### src/rtl/dalt_pkg.sv
`timescale 1ns / 1ps
`default_nettype none
// ----------------------------------------------------------------------------
// Allowlist table package
// Shared types and codes for the learning allowlist table.
// ----------------------------------------------------------------------------
package dalt_pkg;

    localparam int ADDR_W  = 16;
    localparam int HASH_W  = 32;
    localparam int FLAGS_W = 16;
    localparam int CNT_W   = 32;
    localparam int DEVC_W  = 5;
    localparam int MODE_W  = 2;
    localparam int FUNC_W  = 2;
    localparam int CFGI_W  = 1;
    localparam int CFGD_W  = 2;

    localparam logic [FUNC_W-1:0] FUNC_AUTH   = 2'd0;
    localparam logic [FUNC_W-1:0] FUNC_ADD    = 2'd1;
    localparam logic [FUNC_W-1:0] FUNC_REMOVE = 2'd2;

    localparam logic [MODE_W-1:0] MODE_OPEN  = 2'd0;
    localparam logic [MODE_W-1:0] MODE_LEARN = 2'd1;

    localparam logic [CFGI_W-1:0] CFG_AUTH_MODE = 1'd0;
    localparam logic [CFGI_W-1:0] CFG_ENABLED   = 1'd1;

    typedef enum logic [1:0] {
        ST_IDLE,
        ST_SCAN,
        ST_DONE
    } t_state;

    typedef struct packed {
        logic [ADDR_W-1:0]  address;
        logic [HASH_W-1:0]  hash;
        logic [FLAGS_W-1:0] flags;
    } t_entry;

endpackage
`default_nettype wire

### src/rtl/device_allowlist_learning_table.sv
`timescale 1ns / 1ps
`default_nettype none
// ----------------------------------------------------------------------------
// Learning allowlist table
// Device table with authorize, add and remove operations, transfer counters
// and an entry count.
// ----------------------------------------------------------------------------
// Usage:
// Items enter on the input channel (i_in_valid / o_in_ready) and each one
// yields exactly one result on the output channel (o_out_valid / i_out_ready).
// The entries live in a synchronous memory with a registered read; valid bits
// are flip-flops. Each item sweeps every entry through the single read port,
// one entry a cycle, to find the first matching entry and the first free one,
// then writes back at most once.
// The sweep over the read port sets the pace: an item is taken only while the
// table is idle, so the next item waits until the current one has finished
// its sweep and reached its result.
// The next item is accepted while a result still waits in the output
// register; if the receiver stalls, the following item holds before its
// write-back until that result is taken.
// Reset clears all valid bits, both counters, the configuration registers and
// the output register at once; no clearing pass is needed.
// Configuration is written through i_cfg_we / i_cfg_index / i_cfg_data.
// ----------------------------------------------------------------------------
module device_allowlist_learning_table
    import dalt_pkg::*;
#(
    parameter int TABLE_ENTRIES = 16
) (
    input  wire                 i_clk,
    input  wire                 i_rst_n,
    input  wire                 i_cfg_we,
    input  wire  [CFGI_W-1:0]   i_cfg_index,
    input  wire  [CFGD_W-1:0]   i_cfg_data,
    input  wire                 i_in_valid,
    output logic                o_in_ready,
    input  wire  [FUNC_W-1:0]   i_func,
    input  wire  [ADDR_W-1:0]   i_address,
    input  wire  [HASH_W-1:0]   i_mac_hash,
    input  wire                 i_hash_present,
    input  wire  [FLAGS_W-1:0]  i_flags,
    output logic                o_out_valid,
    input  wire                 i_out_ready,
    output logic                o_ok,
    output logic [CNT_W-1:0]    o_success_total,
    output logic [CNT_W-1:0]    o_fail_total,
    output logic [DEVC_W-1:0]   o_device_count
);

    localparam int IW = (TABLE_ENTRIES > 1) ? $clog2(TABLE_ENTRIES) : 1;
    localparam int CW = $clog2(TABLE_ENTRIES + 1);
    localparam logic [IW-1:0] LAST_IDX = IW'(TABLE_ENTRIES - 1);

    t_entry              mem [TABLE_ENTRIES];
    t_entry              r_rd_data;

    t_state              r_state;
    t_state              n_state;

    logic [MODE_W-1:0]   r_mode;
    logic                r_en;

    logic [FUNC_W-1:0]   r_func;
    logic [ADDR_W-1:0]   r_addr;
    logic [HASH_W-1:0]   r_hash;
    logic                r_hp;
    logic [FLAGS_W-1:0]  r_flags;

    logic                r_issue;
    logic [IW-1:0]       r_idx;
    logic                r_pend;
    logic [IW-1:0]       r_pidx;
    logic                r_hit;
    logic [IW-1:0]       r_hit_idx;
    logic [HASH_W-1:0]   r_hit_hash;
    logic                r_free;
    logic [IW-1:0]       r_free_idx;

    logic [TABLE_ENTRIES-1:0] r_valid;
    logic [CW-1:0]       r_count;
    logic [CNT_W-1:0]    r_succ;
    logic [CNT_W-1:0]    r_fail;
    logic                r_out_valid;
    logic                r_ok;

    logic                in_fire;
    logic                done_fire;
    logic                scan_end;
    logic                wr_en;
    logic [IW-1:0]       wr_idx;
    t_entry              wr_data;
    logic                set_valid;
    logic                clr_valid;
    logic                ok;
    logic                inc_succ;
    logic                inc_fail;
    logic [31:0]         cnt_ext;

    assign scan_end = r_pend && (r_pidx == LAST_IDX);

    always_comb begin
        n_state = r_state;
        unique case (r_state)
            ST_IDLE: begin
                if (i_in_valid) begin
                    n_state = ST_SCAN;
                end
            end
            ST_SCAN: begin
                if (scan_end) begin
                    n_state = ST_DONE;
                end
            end
            ST_DONE: begin
                if (!r_out_valid || i_out_ready) begin
                    n_state = ST_IDLE;
                end
            end
            default: n_state = ST_IDLE;
        endcase
    end

    always_comb begin
        o_in_ready = 1'b0;
        done_fire  = 1'b0;
        unique case (r_state)
            ST_IDLE: o_in_ready = 1'b1;
            ST_SCAN: o_in_ready = 1'b0;
            ST_DONE: done_fire  = !r_out_valid || i_out_ready;
            default: o_in_ready = 1'b0;
        endcase
    end

    assign in_fire = i_in_valid && o_in_ready;

    always_comb begin
        wr_en     = 1'b0;
        wr_idx    = r_free_idx;
        wr_data   = '{address: r_addr, hash: (r_hp ? r_hash : '0), flags: '0};
        set_valid = 1'b0;
        clr_valid = 1'b0;
        ok        = 1'b0;
        inc_succ  = 1'b0;
        inc_fail  = 1'b0;
        unique case (r_func)
            FUNC_AUTH: begin
                if (r_en) begin
                    if (r_mode == MODE_OPEN) begin
                        ok = 1'b1;
                    end else if (r_hit) begin
                        ok = !r_hp || (r_hit_hash == r_hash);
                    end else if (r_mode == MODE_LEARN && r_free) begin
                        wr_en     = 1'b1;
                        set_valid = 1'b1;
                        ok        = 1'b1;
                    end
                    inc_succ = ok;
                    inc_fail = !ok;
                end
            end
            FUNC_ADD: begin
                wr_data.flags = r_flags;
                if (r_hit) begin
                    wr_en        = 1'b1;
                    wr_idx       = r_hit_idx;
                    wr_data.hash = r_hp ? r_hash : r_hit_hash;
                    ok           = 1'b1;
                end else if (r_free) begin
                    wr_en     = 1'b1;
                    set_valid = 1'b1;
                    ok        = 1'b1;
                end
            end
            FUNC_REMOVE: begin
                if (r_hit) begin
                    clr_valid = 1'b1;
                    ok        = 1'b1;
                end
            end
            default: ok = 1'b0;
        endcase
    end

    always_ff @(posedge i_clk) begin
        r_rd_data <= mem[r_idx];
        if (done_fire && wr_en) begin
            mem[wr_idx] <= wr_data;
        end
    end

    always_ff @(posedge i_clk) begin
        if (in_fire) begin
            r_func  <= i_func;
            r_addr  <= i_address;
            r_hash  <= i_mac_hash;
            r_hp    <= i_hash_present;
            r_flags <= i_flags;
        end
        r_pidx <= r_idx;
        if (r_pend) begin
            if (!r_hit && r_valid[r_pidx] && (r_rd_data.address == r_addr)) begin
                r_hit_idx  <= r_pidx;
                r_hit_hash <= r_rd_data.hash;
            end
            if (!r_free && !r_valid[r_pidx]) begin
                r_free_idx <= r_pidx;
            end
        end
    end

    always_ff @(posedge i_clk) begin
        if (!i_rst_n) begin
            r_state     <= ST_IDLE;
            r_mode      <= MODE_OPEN;
            r_en        <= 1'b0;
            r_issue     <= 1'b0;
            r_idx       <= '0;
            r_pend      <= 1'b0;
            r_hit       <= 1'b0;
            r_free      <= 1'b0;
            r_valid     <= '0;
            r_count     <= '0;
            r_succ      <= '0;
            r_fail      <= '0;
            r_out_valid <= 1'b0;
            r_ok        <= 1'b0;
        end else begin
            r_state <= n_state;
            if (i_cfg_we) begin
                unique case (i_cfg_index)
                    CFG_AUTH_MODE: r_mode <= i_cfg_data;
                    CFG_ENABLED:   r_en   <= i_cfg_data[0];
                    default:       r_en   <= r_en;
                endcase
            end
            r_pend <= r_issue;
            if (in_fire) begin
                r_issue <= 1'b1;
                r_idx   <= '0;
                r_hit   <= 1'b0;
                r_free  <= 1'b0;
            end else if (r_issue) begin
                if (r_idx == LAST_IDX) begin
                    r_issue <= 1'b0;
                end else begin
                    r_idx <= r_idx + 1'b1;
                end
            end
            if (r_pend) begin
                if (r_valid[r_pidx] && (r_rd_data.address == r_addr)) begin
                    r_hit <= 1'b1;
                end
                if (!r_valid[r_pidx]) begin
                    r_free <= 1'b1;
                end
            end
            if (done_fire) begin
                r_out_valid <= 1'b1;
                r_ok        <= ok;
                if (set_valid) begin
                    r_valid[wr_idx] <= 1'b1;
                    r_count         <= r_count + 1'b1;
                end
                if (clr_valid) begin
                    r_valid[r_hit_idx] <= 1'b0;
                    r_count            <= r_count - 1'b1;
                end
                if (inc_succ) begin
                    r_succ <= r_succ + 1'b1;
                end
                if (inc_fail) begin
                    r_fail <= r_fail + 1'b1;
                end
            end else if (i_out_ready) begin
                r_out_valid <= 1'b0;
            end
        end
    end

    assign cnt_ext = 32'(r_count);

    assign o_out_valid     = r_out_valid;
    assign o_ok            = r_ok;
    assign o_success_total = r_succ;
    assign o_fail_total    = r_fail;
    assign o_device_count  = (cnt_ext > 32'd31) ? 5'd31 : cnt_ext[DEVC_W-1:0];

endmodule
`default_nettype wire

### config.mk
export PLATFORM = sky130hd
export DESIGN_NAME = device_allowlist_learning_table
export DESIGN_NICKNAME = d
export VERILOG_FILES = /design/src/rtl/dalt_pkg.sv /design/src/rtl/device_allowlist_learning_table.sv
export SDC_FILE = /design/constraint.sdc
export NUM_CORES = 1
export LEC_CHECK = 0
export BUFFER_PORTS_ARGS = -buffer_cell sky130_fd_sc_hd__clkbuf_2
export CORE_ASPECT_RATIO = 0.6
export CORE_UTILIZATION = 55
export CTS_BUF_LIST = sky130_fd_sc_hd__clkbuf_4 sky130_fd_sc_hd__clkbuf_8 sky130_fd_sc_hd__clkbuf_16
export DETAILED_ROUTE_END_ITERATION = 12
export GPL_TIMING_DRIVEN = 0
export PLACE_DENSITY = 0.75
export SLEW_MARGIN = 20
export SYNTH_ARGS = -nofsm -noshare
export SYNTH_HDL_FRONTEND = slang
export SYNTH_SLANG_ARGS = --single-unit
### constraint.sdc
create_clock -name i_clk -period 3.7 [get_ports i_clk]
set_clock_uncertainty 0.05 [all_clocks]
set_input_delay 0.185 -clock i_clk [delete_from_list [all_inputs] [get_ports i_clk]]
set_output_delay 0.185 -clock i_clk [all_outputs]
set_load 0.1 [all_outputs]
-- Yosys cells after proc, flatten, opt, wreduce, memory -nomap -nowiden
Memories as Yosys holds them, arrays and structs flattened. A register that Yosys moved wholly into a read port is not among the register bits.
Index checks and enable logic that the tools add are counted.
- register bits after elaboration: 211
- memory bits (writable): 1024
- output and inout bits: 72
- memories kept: 1
- input port bits: 75
- add/sub/neg operators: 5
- order comparisons: 6
- bitwise gates (word level): 6
- equal/unequal tests: 12
- multiplexer cells: 58
- reductions and logical operators: 33
- memory list (memory ; depth ; bits a word ; read ports ; clocked after memory_dff ; write ports ; line ; RTL):
    mem ; 16 ; 64 ; 1 ; 1 ; 1 ; device_allowlist_learning_table.sv:54 ; t_entry mem [TABLE_ENTRIES];
- operator list (kind ; number):
    $mux W32 ; 3
    $add A32 B1 Y32 const B ; 2
    $mux W16 ; 4
    $mux W48 ; 1
    $mux W1 ; 35
    $eq A32 B32 Y1 ; 1
    $and A16 B16 Y16 ; 1
    $eq A16 B16 Y1 ; 1
    $not A16 Y16 ; 1
    $or A16 B16 Y16 ; 1
    $reduce_and A2 Y1 ; 8
    $lt A4 B5 Y1 const B ; 3
    $mux W5 ; 3
    $logic_and A1 B1 Y1 ; 10
    $demux W1 S4 ; 2
    $eq A4 B4 Y1 const B ; 2
    $ge A4 B1 Y1 const B ; 2
    $mux W4 ; 2
    $eq A2 B1 Y1 const B ; 3
    $logic_not A1 Y1 ; 6
    $logic_not A2 Y1 ; 3
    $mux W2 ; 3
    $ne A2 B2 Y1 const B ; 3
    $pmux W2 S3 ; 1
    13 further kinds ; 19

-- Logic depth before layout (Yosys ltp)
Gate-level depths: netlist of run 1.
- depth after elaboration: 12
- gate-level depth with buffers: 11
- gate-level depth less buffers: 9

-- Least setup slack after synthesis of run 1
Ideal clock, no wire load.
- path type: flip-flop to flip-flop
- from: register r_out_valid, in the netlist o_out_valid
- to: memory mem[4][16] (netlist bit), enable pin
- data required time: 3.196 ns
- period minus slack after synthesis: 4.273 ns
- cell stages (with the launch flop): 6
- path buffers: 0
- library setup time: 0.454 ns
- setup slack: -0.573 ns
- arrival: 3.769 ns
- cell sequence: dfxtp_1 nand2b_1 nand2_1 nor4_1 nand2b_1 nor2_1
- longest elaborated chain between the ends: 6
- RTL lines (element ; line ; RTL):
    from (decl) ; device_allowlist_learning_table.sv:83 ; logic r_out_valid;
    from (signal assigned) ; device_allowlist_learning_table.sv:225 ; r_out_valid <= 1'b0;
    from (signal assigned) ; device_allowlist_learning_table.sv:258 ; r_out_valid <= 1'b1;
    from (signal assigned) ; device_allowlist_learning_table.sv:275 ; r_out_valid <= 1'b0;
    $logic_not A1 Y1 ; device_allowlist_learning_table.sv:129 ; ST_DONE: done_fire = !r_out_valid || i_out_ready;
    $logic_or A1 B1 Y1 ; device_allowlist_learning_table.sv:129 ;
    $mux W1 ; device_allowlist_learning_table.sv:126 ; unique case (r_state)
    $logic_and A1 B1 Y1 ; device_allowlist_learning_table.sv:186 ; if (done_fire && wr_en) begin
    $mux W1 ; device_allowlist_learning_table.sv:186 ;
    $mux W1 (implied by the code) ; device_allowlist_learning_table.sv:187 ; mem[wr_idx] <= wr_data;
    to (decl) ; device_allowlist_learning_table.sv:54 ;
Every way passes these cells.

-- Worst setup path in the final report of run 1
- from: register r_func[1]
- to: memory mem[15][32] (netlist bit), enable pin
- longest elaborated chain between the ends: 5
- elaborated cells on any way between the ends: 7
- those cells by class: eq/ne (1); mux (4); reduce/logical (2)
- RTL lines (element ; line ; RTL):
    from (decl) ; device_allowlist_learning_table.sv:63 ; logic [FUNC_W-1:0] r_func;
    from (signal assigned) ; device_allowlist_learning_table.sv:193 ; r_func <= i_func;
    $eq A2 B1 Y1 or $logic_not A2 Y1 (tied branches) ; device_allowlist_learning_table.sv:145 ; unique case (r_func)
    $pmux W1 S2 ; device_allowlist_learning_table.sv:145 ;
    $logic_and A1 B1 Y1 ; device_allowlist_learning_table.sv:186 ;
    $mux W1 ; device_allowlist_learning_table.sv:186 ;
    $mux W1 (implied by the code) ; device_allowlist_learning_table.sv:187 ;
Several ways; a longest one is shown, not always the timed one.

==> results.json, run 1 <==
{
  "status": "finished, final reports clean",
  "fmax_mhz": 284,
  "diodes": 0,
  "die_w_um": 346,
  "dp_hpwl_mm": 63.6,
  "dieArea_sq_um": 72000,
  "syn-mean-instance-area_sq_um": 19.0,
  "grt_pass1_vias": 21600,
  "dpl-instance-area_sq_um": 42200,
  "ir_drop_uv": 397,
  "drt-initial-drc-count": 3451,
  "crit_top_cell": "buf_16",
  "critPathMaxStageDelay_ps": 670,
  "finalMaxSlewViolations": 0,
  "crit_fanout": 16,
  "coreArea_sq_um": 70000,
  "hp-class": "primary input to register",
  "finalNetCount": 2473,
  "hold_violations": 0,
  "synthCells": 2055,
  "tightest_slew_ps": 1130,
  "finalWeightedCongestion": 0.921,
  "grt-ovfl-total": 0,
  "row_count": 75,
  "crit_slowest_cell": "nor2_4",
  "fin_crit_sh": 0.951,
  "ys_async_sr_fraction": 0,
  "cp-end-kind": "register",
  "vias": 22000,
  "grt_pass1_wl_mm": 143,
  "synth-edff-count": 859,
  "wl_per_cell_um": 28.8,
  "totalWireLength_mm": 97.6,
  "start_util": 0.557,
  "cp_data_arrival_time_ps": 3810,
  "grt_usage": 0.274,
  "power_mw": 22.7,
  "cts_max_level": 3,
  "ioPinCount": 147,
  "cts.sinks": 1011,
  "cp-start-kind": "register",
  "portBuffers": 129,
  "grt_antenna_before_repair": 0,
  "synth_area_sq_um": 39000,
  "worstReg2RegStart": "r_func[1]",
  "drive_gt1_frac": 0.265,
  "power_density_nw_per_um2": 495,
  "antenna_left": 0,
  "grt_setup_unrepaired": "no",
  "synth_seq_cells": 1011,
  "min_from": "i_rst_n",
  "cts_tree": "yes",
  "syn_to_final_growth_pct": 17.5,
  "clk_pin_slew_ps": 70,
  "whs_ps": 120,
  "synth_cell_types": 54,
  "clk_latency_ps": 650,
  "yosysWarnings": 0,
  "seq_area_frac_synth": 0.739,
  "ys.flop_type": "edfxtp_1",
  "n_fill_cell": 4565,
  "drc": 0,
  "crit_required_ps": 4000,
  "stdcell_area_sq_um": 45800,
  "final-setup-viol-count": 0,
  "cts_root_buf": "clkbuf_16",
  "cts_buffer_depth": 3,
  "via_per_inst": 6.49,
  "startpoint": "r_func[1]",
  "numCtsBuffers": 88,
  "finalCriticalPeriod_ps": 3520,
  "die_h_um": 208,
  "leakage_nw": 14.6,
  "critical_path_class": "register to register",
  "drtPass1Iterations": 5,
  "slew_headroom": 0.241,
  "maxCapViolCount": 0,
  "syn_nets": 2137,
  "grt_max_degree": 28,
  "final_util": 0.655,
  "crit_chain": "nand3b_1, clkbuf_1, a31oi_1, nand2b_1, nor2_4, buf_12, buf_16, buf_16"
}
## cells by family (layout without fill, tap and decap cells)
| group | after synthesis | in the layout | synth area share |
|---|---|---|---|
| AOI/OAI and AO/OA | 180 | 180 | 0.0316 |
| buffers and inverters | 132 | 542 | 0.0136 |
| DFF | 1011 | 1011 | 0.739 |
| muxes | 280 | 280 | 0.150 |
| and+or+nand+nor | 390 | 390 | 0.0503 |
| xor gates and xnor gates | 55 | 55 | 0.0123 |
| adders and majority gates | 7 | 7 | 0.00244 |
## synthesized netlist by cell type, types with 2 or more instances
library cell | instances | area share
nor2b_1 | 5 | 0.00080
mux2i_1 | 35 | 0.0090
edfxtp_1 | 859 | 0.66
nand2_1 | 134 | 0.013
xnor2_1 | 20 | 0.0045
o31ai_1 | 12 | 0.0023
a21boi_0 | 3 | 0.00058
xor2_1 | 35 | 0.0079
nand3_1 | 33 | 0.0042
nand2b_1 | 62 | 0.0099
o311ai_0 | 18 | 0.0040
and3b_1 | 2 | 0.00045
o21ai_1 | 2 | 0.00026
nand3b_1 | 2 | 0.00038
dfxtp_1 | 152 | 0.078
o41ai_1 | 18 | 0.0040
ha_1 | 6 | 0.0019
inv_1 | 15 | 0.0014
and3_1 | 14 | 0.0022
o21a_1 | 2 | 0.00038
a31oi_1 | 8 | 0.0013
or4_1 | 12 | 0.0023
or3_1 | 3 | 0.00048
buf_1 | 2 | 0.00019
nor4_1 | 14 | 0.0022
and2_1 | 8 | 0.0013
o221a_2 | 15 | 0.0043
a21oi_1 | 48 | 0.0062
nor3_1 | 4 | 0.00051
buf_2 | 18 | 0.0023
or2_2 | 2 | 0.00032
a21o_1 | 2 | 0.00038
nand4_1 | 27 | 0.0043
mux4_2 | 245 | 0.14
nor2_1 | 57 | 0.0055
a211oi_1 | 5 | 0.00096
o21ai_0 | 40 | 0.0051
and4_1 | 7 | 0.0016
clkbuf_1 | 94 | 0.0090
## through the flow
stage / setup TNS, ps / setup slack (ps) / cells
floorplan: -433000 / -573 / 2055
global placement: -2498410 / -3360 / 3108
detailed placement: 0 / 53.9 / 3159
CTS: 0 / 6.44 / 3384
global route: 0 / 112 / 3389
finish: 0 / 182 / 3389
## worst max-delay path, delay by kind of cell, from the launching register on
family                 cells  cell delay [ps]
AO/OA/AOI/OAI              1              300
buffers and inverters      4              980
flip-flops                 1              520
AND/OR/NAND/NOR            3             1340
## cells in the final DEF (no fill, tap or decap), types with 10 or more instances in the layout
| cell type | count |
|---|---|
| o311ai_0 | 18 |
| inv_1 | 14 |
| clkinv_2 | 18 |
| buf_16 | 32 |
| clkbuf_4 | 20 |
| bufinv_16 | 10 |
| clkinv_1 | 14 |
| o41ai_1 | 18 |
| nand4_1 | 27 |
| edfxtp_1 | 859 |
| clkbuf_1 | 89 |
| o21ai_1 | 28 |
| buf_12 | 19 |
| buf_2 | 18 |
| nand3_1 | 33 |
| mux4_2 | 245 |
| dfxtp_1 | 152 |
| o221a_2 | 15 |
| mux2i_1 | 35 |
| o31ai_1 | 12 |
| a21oi_1 | 48 |
| dlygate4sd3_1 | 61 |
| nor4_1 | 12 |
| nor2_4 | 17 |
| or4_1 | 12 |
| and3_1 | 14 |
| xor2_1 | 35 |
| clkbuf_16 | 89 |
| nor2_1 | 40 |
| nand2_1 | 134 |
| clkbuf_2 | 134 |
| nand2b_1 | 62 |
| xnor2_1 | 20 |
## routing by layer
| layer | GRT usage | vias to the layer above | part of all wire |
|---|---|---|---|
| met5 | 0 | - | 0 |
| met4 | 0.0572 | 0 | 0.018 |
| li1 | - | 8995 | - |
| met1 | 0.424 | 11500 | 0.41 |
| met2 | 0.417 | 1365 | 0.46 |
| met3 | 0.0456 | 152 | 0.11 |
## timing repair
action,4_1_cts,5_1_grt
resized for setup,0,2
hold buffers,61,0
hold endpoints to repair,63,0
setup endpoints to repair,0,38
buffers inserted,0,3
## report_power, final
group	leakage [nW]	internal [mW]	switching [mW]
logic	4.08	0.332	0.450
clock network	1.47	5.33	4.10
registers	9.06	12.4	0.0785
total	14.6	18.1	4.62
## registers in the layout, indices dropped and copies added, names as in the netlist
signal           count
r_hp                 1
r_pend               1
o_fail_total        32
r_pidx               4
r_rd_data           48
o_ok                 1
r_mode               2
r_en                 1
r_hit_idx            4
r_hit                1
r_state              2
r_func               2
r_hash              32
r_issue              1
r_addr              16
o_success_total     32
o_out_valid          1
r_idx                4
mem                768
r_free_idx           4
r_count              5
r_free               1
r_valid             16
r_hit_hash          32
## final timing paths
| kind | end | slack (ps) | depth (start not counted) |
|---|---|---|---|
| min reg2reg | r_pidx[3] | 310 | 0 |
| max | mem[15][32] | 180 | 8 |
| max reg2reg | mem[15][32] | 180 | 8 |
| min | o_success_total[9] | 120 | 3 |
## layout make-up
cell class	count	area [sq um]	share of cell area
Buffer	116	475	0.0104
Timing Repair Buffer	246	2550	0.0557
Multi-Input combinational cell	912	9800	0.214
Clock buffer	110	2400	0.0523
Inverter	16	62.6	0.00137
Sequential cell	1011	28800	0.629
Clock inverter	54	546	0.0119
Tap cell	924	1160	0.0252
Note: power is estimated with default switching activity, not from simulation.
==> inputs of run 2 (changes only) <==
CTS_BUF_LIST = sky130_fd_sc_hd__clkbuf_16   (was sky130_fd_sc_hd__clkbuf_4 sky130_fd_sc_hd__clkbuf_8 sky130_fd_sc_hd__clkbuf_16)
==> results.json, run 2 (same netlist as run 1, synthesis figures left out) <==
{
  "status": "finished, final reports clean",
  "stdcell_area_sq_um": 45700,
  "finalWeightedCongestion": 0.921,
  "via_per_inst": 6.47,
  "finalNetCount": 2475,
  "die_h_um": 208,
  "largest_reg_flops": 768,
  "pwr-share-comb": 0.035,
  "hold_violations": 0,
  "seq_area_sq_um": 28800,
  "final-setup-viol-count": 0,
  "wl_per_cell_um": 28.7,
  "grt_usage": 0.273,
  "portBuffers": 129,
  "cts.sinks": 1011,
  "pre_cts_ws_ps": 53.9,
  "finalMaxSlewViolations": 0,
  "dpl-instance-area_sq_um": 42200,
  "p_sw_frac": 0.206,
  "drc": 0,
  "power_mw": 22.5,
  "fin_crit_sh": 0.944,
  "tightest_slew_ps": 1160,
  "p_sw_mw": 4.63,
  "row_count": 75,
  "ioPinCount": 147,
  "cts_max_level": 3,
  "final_cell_mix": "859 x edfxtp_1, 245 x mux4_2, 152 x dfxtp_1",
  "cp-end-kind": "register",
  "grt_antenna_before_repair": 0,
  "totalWireLength_mm": 97.4,
  "grt-ovfl-total": 0,
  "grt_pass1_wl_mm": 143,
  "die_w_um": 346,
  "syn_to_final_growth_pct": 17.3,
  "cts_root_buf": "clkbuf_16",
  "cp-start-kind": "register",
  "finalCriticalPeriod_ps": 3490,
  "fmax_mhz": 286,
  "clk_pin_slew_ps": 70,
  "grt_setup_unrepaired": "no",
  "multi_input_area_sq_um": 9800,
  "crit_fanout": 15,
  "drt-initial-drc-count": 3431,
  "power_density_nw_per_um2": 491,
  "final_util": 0.654,
  "antenna_left": 0,
  "coreArea_sq_um": 70000,
  "cp_data_arrival_time_ps": 3790,
  "diodes": 0,
  "worst_slack_ps": 207,
  "final_common_cell": "edfxtp_1",
  "critical_path_class": "register to register",
  "top_regs": "mem: 768 flops, r_rd_data: 48 flops",
  "whs_ps": 114,
  "start_util": 0.557,
  "cellInternalPower_mw": 17.8,
  "top_register": "mem",
  "slew_headroom": 0.219,
  "maxCapViolCount": 0,
  "drtPass1Iterations": 5,
  "power_frac_seq": 0.556,
  "drive_gt1_frac": 0.257,
  "vias": 21900,
  "leakage_nw": 14.6,
  "hp-class": "primary input to register",
  "numCtsBuffers": 88,
  "ir_drop_uv": 397,
  "crit_required_ps": 4000,
  "dp_hpwl_mm": 63.6,
  "cts_buffer_depth": 3,
  "dieArea_sq_um": 72000,
  "hold_path_depth": 3,
  "grt_pass1_vias": 21600,
  "cts_tree": "yes",
  "worstRegToRegCells": 7,
  "power_frac_clock": 0.410,
  "clk_latency_ps": 650,
  "n_fill_cell": 4565,
  "grt_max_degree": 28
}
==> run 2: cell count changes in the layout (fill, tap and decap cells not counted) <==
cell	previous run	this run
nor4_1	12	13
clkbuf_8	2	0
buf_4	5	7
clkbuf_4	20	1
clkinv_1	14	16
nor4_2	2	1
inv_1	14	33
==> run 2: cell type report <==
| cell class | instances | area share |
|---|---|---|
| inverters | 16 | 0.00137 |
| well taps | 924 | 0.0253 |
| plain buffers | 116 | 0.0104 |
| multi-input cells | 912 | 0.214 |
| clock inverters | 75 | 0.0136 |
| repair buffers | 248 | 0.0562 |
| flip-flops and latches | 1011 | 0.630 |
| clock buffers | 89 | 0.0487 |
==> run 2: power by group through the flow <==
stage / clock, mW / sequential, mW / combinational (mW)
2_1_floorplan: 0 / 12.7 / 0.468
3_3_place_gp: 0 / 12.7 / 0.676
3_5_place_dp: 0 / 12.7 / 0.712
4_1_cts: 9.28 / 12.5 / 0.772
5_1_grt: 9.72 / 12.5 / 0.829
6_report: 9.20 / 12.5 / 0.781
==> run 2: worst paths after layout <==
| kind | slack, ps | endpoint | from |
|---|---|---|---|
| max | 210 | mem[8][48] | r_state[0] |
| min | 110 | o_success_total[9] | i_rst_n |
| max reg2reg | 210 | mem[8][48] | r_state[0] |
| min reg2reg | 320 | r_pidx[3] | r_idx[3] |
==> run 2: metal layers <==
layer	track usage	part of all wire
met2	0.414	0.46
met5	0	0
met1	0.423	0.41
met3	0.0468	0.11
met4	0.0572	0.019
==> run 2: through the flow <==
step           TNS [ps]  instances
4_1_cts               0       3384
3_3_place_gp   -2498410       3108
3_5_place_dp          0       3159
6_report              0       3391
5_1_grt               0       3391
2_1_floorplan   -433000       2055
==> run 2: worst max-delay path: stages (launching register included) <==
cell      delay (ps)
dfxtp_1          350
and2b_1          230
nand2_1          210
nor4_1           840
nand2b_1         460
nor2_4           570
buf_12           270
buf_16           190
==> run 2: what timing repair did <==
action	4_1_cts	5_1_grt
hold endpoints to repair	63	0
gates resized for setup	0	1
buffers inserted	0	5
hold buffers	61	0
setup endpoints to repair	0	38
==> inputs of run 3 (changes only) <==
CAP_MARGIN = 20   (was default)
MAX_ROUTING_LAYER = met4   (was default)
clock period = 2.95 ns   (was 3.7 ns; I/O delays follow)
==> results.json, run 3 (same netlist as run 1, synthesis figures left out) <==
{
  "coreArea_sq_um": 70000,
  "diodes": 0,
  "cp_data_arrival_time_ps": 3400,
  "wl_per_cell_um": 28.9,
  "largest_reg_flops": 768,
  "syn_to_final_growth_pct": 19.3,
  "via_per_inst": 6.39,
  "ir_drop_uv": 550,
  "dpl.cell_count": 3154,
  "n_fill_cell": 4406,
  "drive_gt1_frac": 0.299,
  "final-setup-viol-count": 0,
  "status": "finished, final reports clean",
  "final_cells": 3449,
  "cp-start-kind": "register",
  "drt-initial-drc-count": 3255,
  "row_count": 75,
  "final_common_cell": "edfxtp_1",
  "slew_headroom": 0.268,
  "fin_crit_sh": 0.995,
  "final_util": 0.665,
  "totalWireLength_mm": 99.8,
  "cellInternalPower_mw": 22.2,
  "grt_pass1_wl_mm": 147,
  "ioPinCount": 147,
  "critical_path_class": "register to register",
  "antenna_left": 0,
  "worst_slack_ps": 13.5,
  "maxCapViolCount": 0,
  "numCtsBuffers": 88,
  "drc": 0,
  "finalCriticalPeriod_ps": 2940,
  "portBuffers": 129,
  "power_density_nw_per_um2": 604,
  "grt_pass1_vias": 21800,
  "cts_root_buf": "clkbuf_16",
  "die_h_um": 208,
  "finalMaxSlewViolations": 0,
  "grt_antenna_before_repair": 2,
  "leakage_nw": 15.1,
  "p_sw_mw": 5.92,
  "vias": 22100,
  "cts_max_level": 3,
  "pwr-share-comb": 0.039,
  "hold_violations": 0,
  "top_register": "mem",
  "finalNetCount": 2534,
  "crit_fanout": 10,
  "grt-ovfl-total": 0,
  "cts_buffer_depth": 3,
  "start_util": 0.557,
  "pre_cts_ws_ps": -808,
  "grt_max_degree": 28,
  "fmax_mhz": 341,
  "cts_tree": "yes",
  "crit_required_ps": 3410,
  "power_frac_seq": 0.556,
  "final_cell_mix": "859 x edfxtp_1, 245 x mux4_2, 156 x clkbuf_2",
  "r2r_slack_ps": 10,
  "dieArea_sq_um": 72000,
  "power_frac_clock": 0.404,
  "cts.sinks": 1011,
  "top_regs": "mem: 768 flops, r_rd_data: 48 flops",
  "p_sw_frac": 0.211,
  "clk_pin_slew_ps": 70,
  "drtPass1Iterations": 6,
  "tightest_slew_ps": 1090,
  "grt_usage": 0.291,
  "die_w_um": 346,
  "clk_latency_ps": 660,
  "cp-end-kind": "register",
  "hp-class": "primary input to register",
  "finalWeightedCongestion": 0.904,
  "dp_hpwl_mm": 64.0
}
-- run 3: cell types whose count changed in the layout (fill, tap and decap cells not counted), moves of 5 or more --
cell      before  now
buf_2         18    2
buf_4          7   68
clkbuf_1      89   65
clkbuf_2     134  156
clkbuf_4       1   11
clkinv_1      16   21
clkinv_2      18   13
inv_6          6    1
o21ai_1       28    5
o21ai_2        6   31
xnor2_1       20   15
-- run 3: worst max-delay path: stages (launching register included) --
cell and delay, ps:
dfxtp_1 380, clkbuf_1 380, clkbuf_2 470, clkbuf_4 420
mux4_2 560, mux4_2 520
-- run 3: per-layer routing --
layer,vias up,global-route usage,wire length [um]
met5,-,-,0
met4,0,0.0711,2310
met3,183,0.0601,10100
met2,1356,0.429,46600
met1,11400,0.421,40800
li1,9138,-,-
-- run 3: power groups by stage --
stage	Combinational (mW)	Clock (mW)	Sequential, mW
floorplan	0.590	0	15.9
detailed placement	0.905	0	16.0
global route	1.17	12.0	15.6
finish	1.11	11.4	15.6
CTS	1.04	11.5	15.6
global placement	0.856	0	16.0
-- run 3: final timing paths --
| path | cells past startpoint | to | startpoint |
|---|---|---|---|
| setup / recovery | 5 | r_rd_data[21] | r_idx[0] |
| hold / removal | 2 | r_addr[11] | i_address[11] |
| setup reg to reg | 5 | r_rd_data[21] | r_idx[0] |
| hold reg to reg | 0 | r_pidx[3] | r_idx[3] |
-- run 3: layout make-up --
class	count	area [sq um]	share of cell area
tap	924	1160	0.0248
timing repair buffer	308	3070	0.0659
inverter	16	62.6	0.00134
clock buffer	89	2230	0.0479
multi-input combinational	912	10100	0.216
buffer	115	543	0.0117
sequential	1011	28800	0.620
clock inverter	74	573	0.0123
-- run 3: timing repair --
item,CTS,global route
hold endpoints to repair,78,0
hold buffers,62,0
setup endpoints to repair,1307,340
resized for setup,73,42
pin swaps,17,4
buffers inserted,37,32
-- run 3: stage by stage --
step / setup TNS [ps] / area (sq um) / total power, mW / hold WS [ps]
2_1_floorplan: 0 / 39100 / 16.5 / 196
3_3_place_gp: -1039440 / 40900 / 16.8 / 276
3_5_place_dp: -301200 / 42100 / 16.9 / 276
4_1_cts: 0 / 46100 / 28.1 / 121
5_1_grt: -8.67 / 46500 / 28.8 / 137
6_report: 0 / 46500 / 28.1 / 152
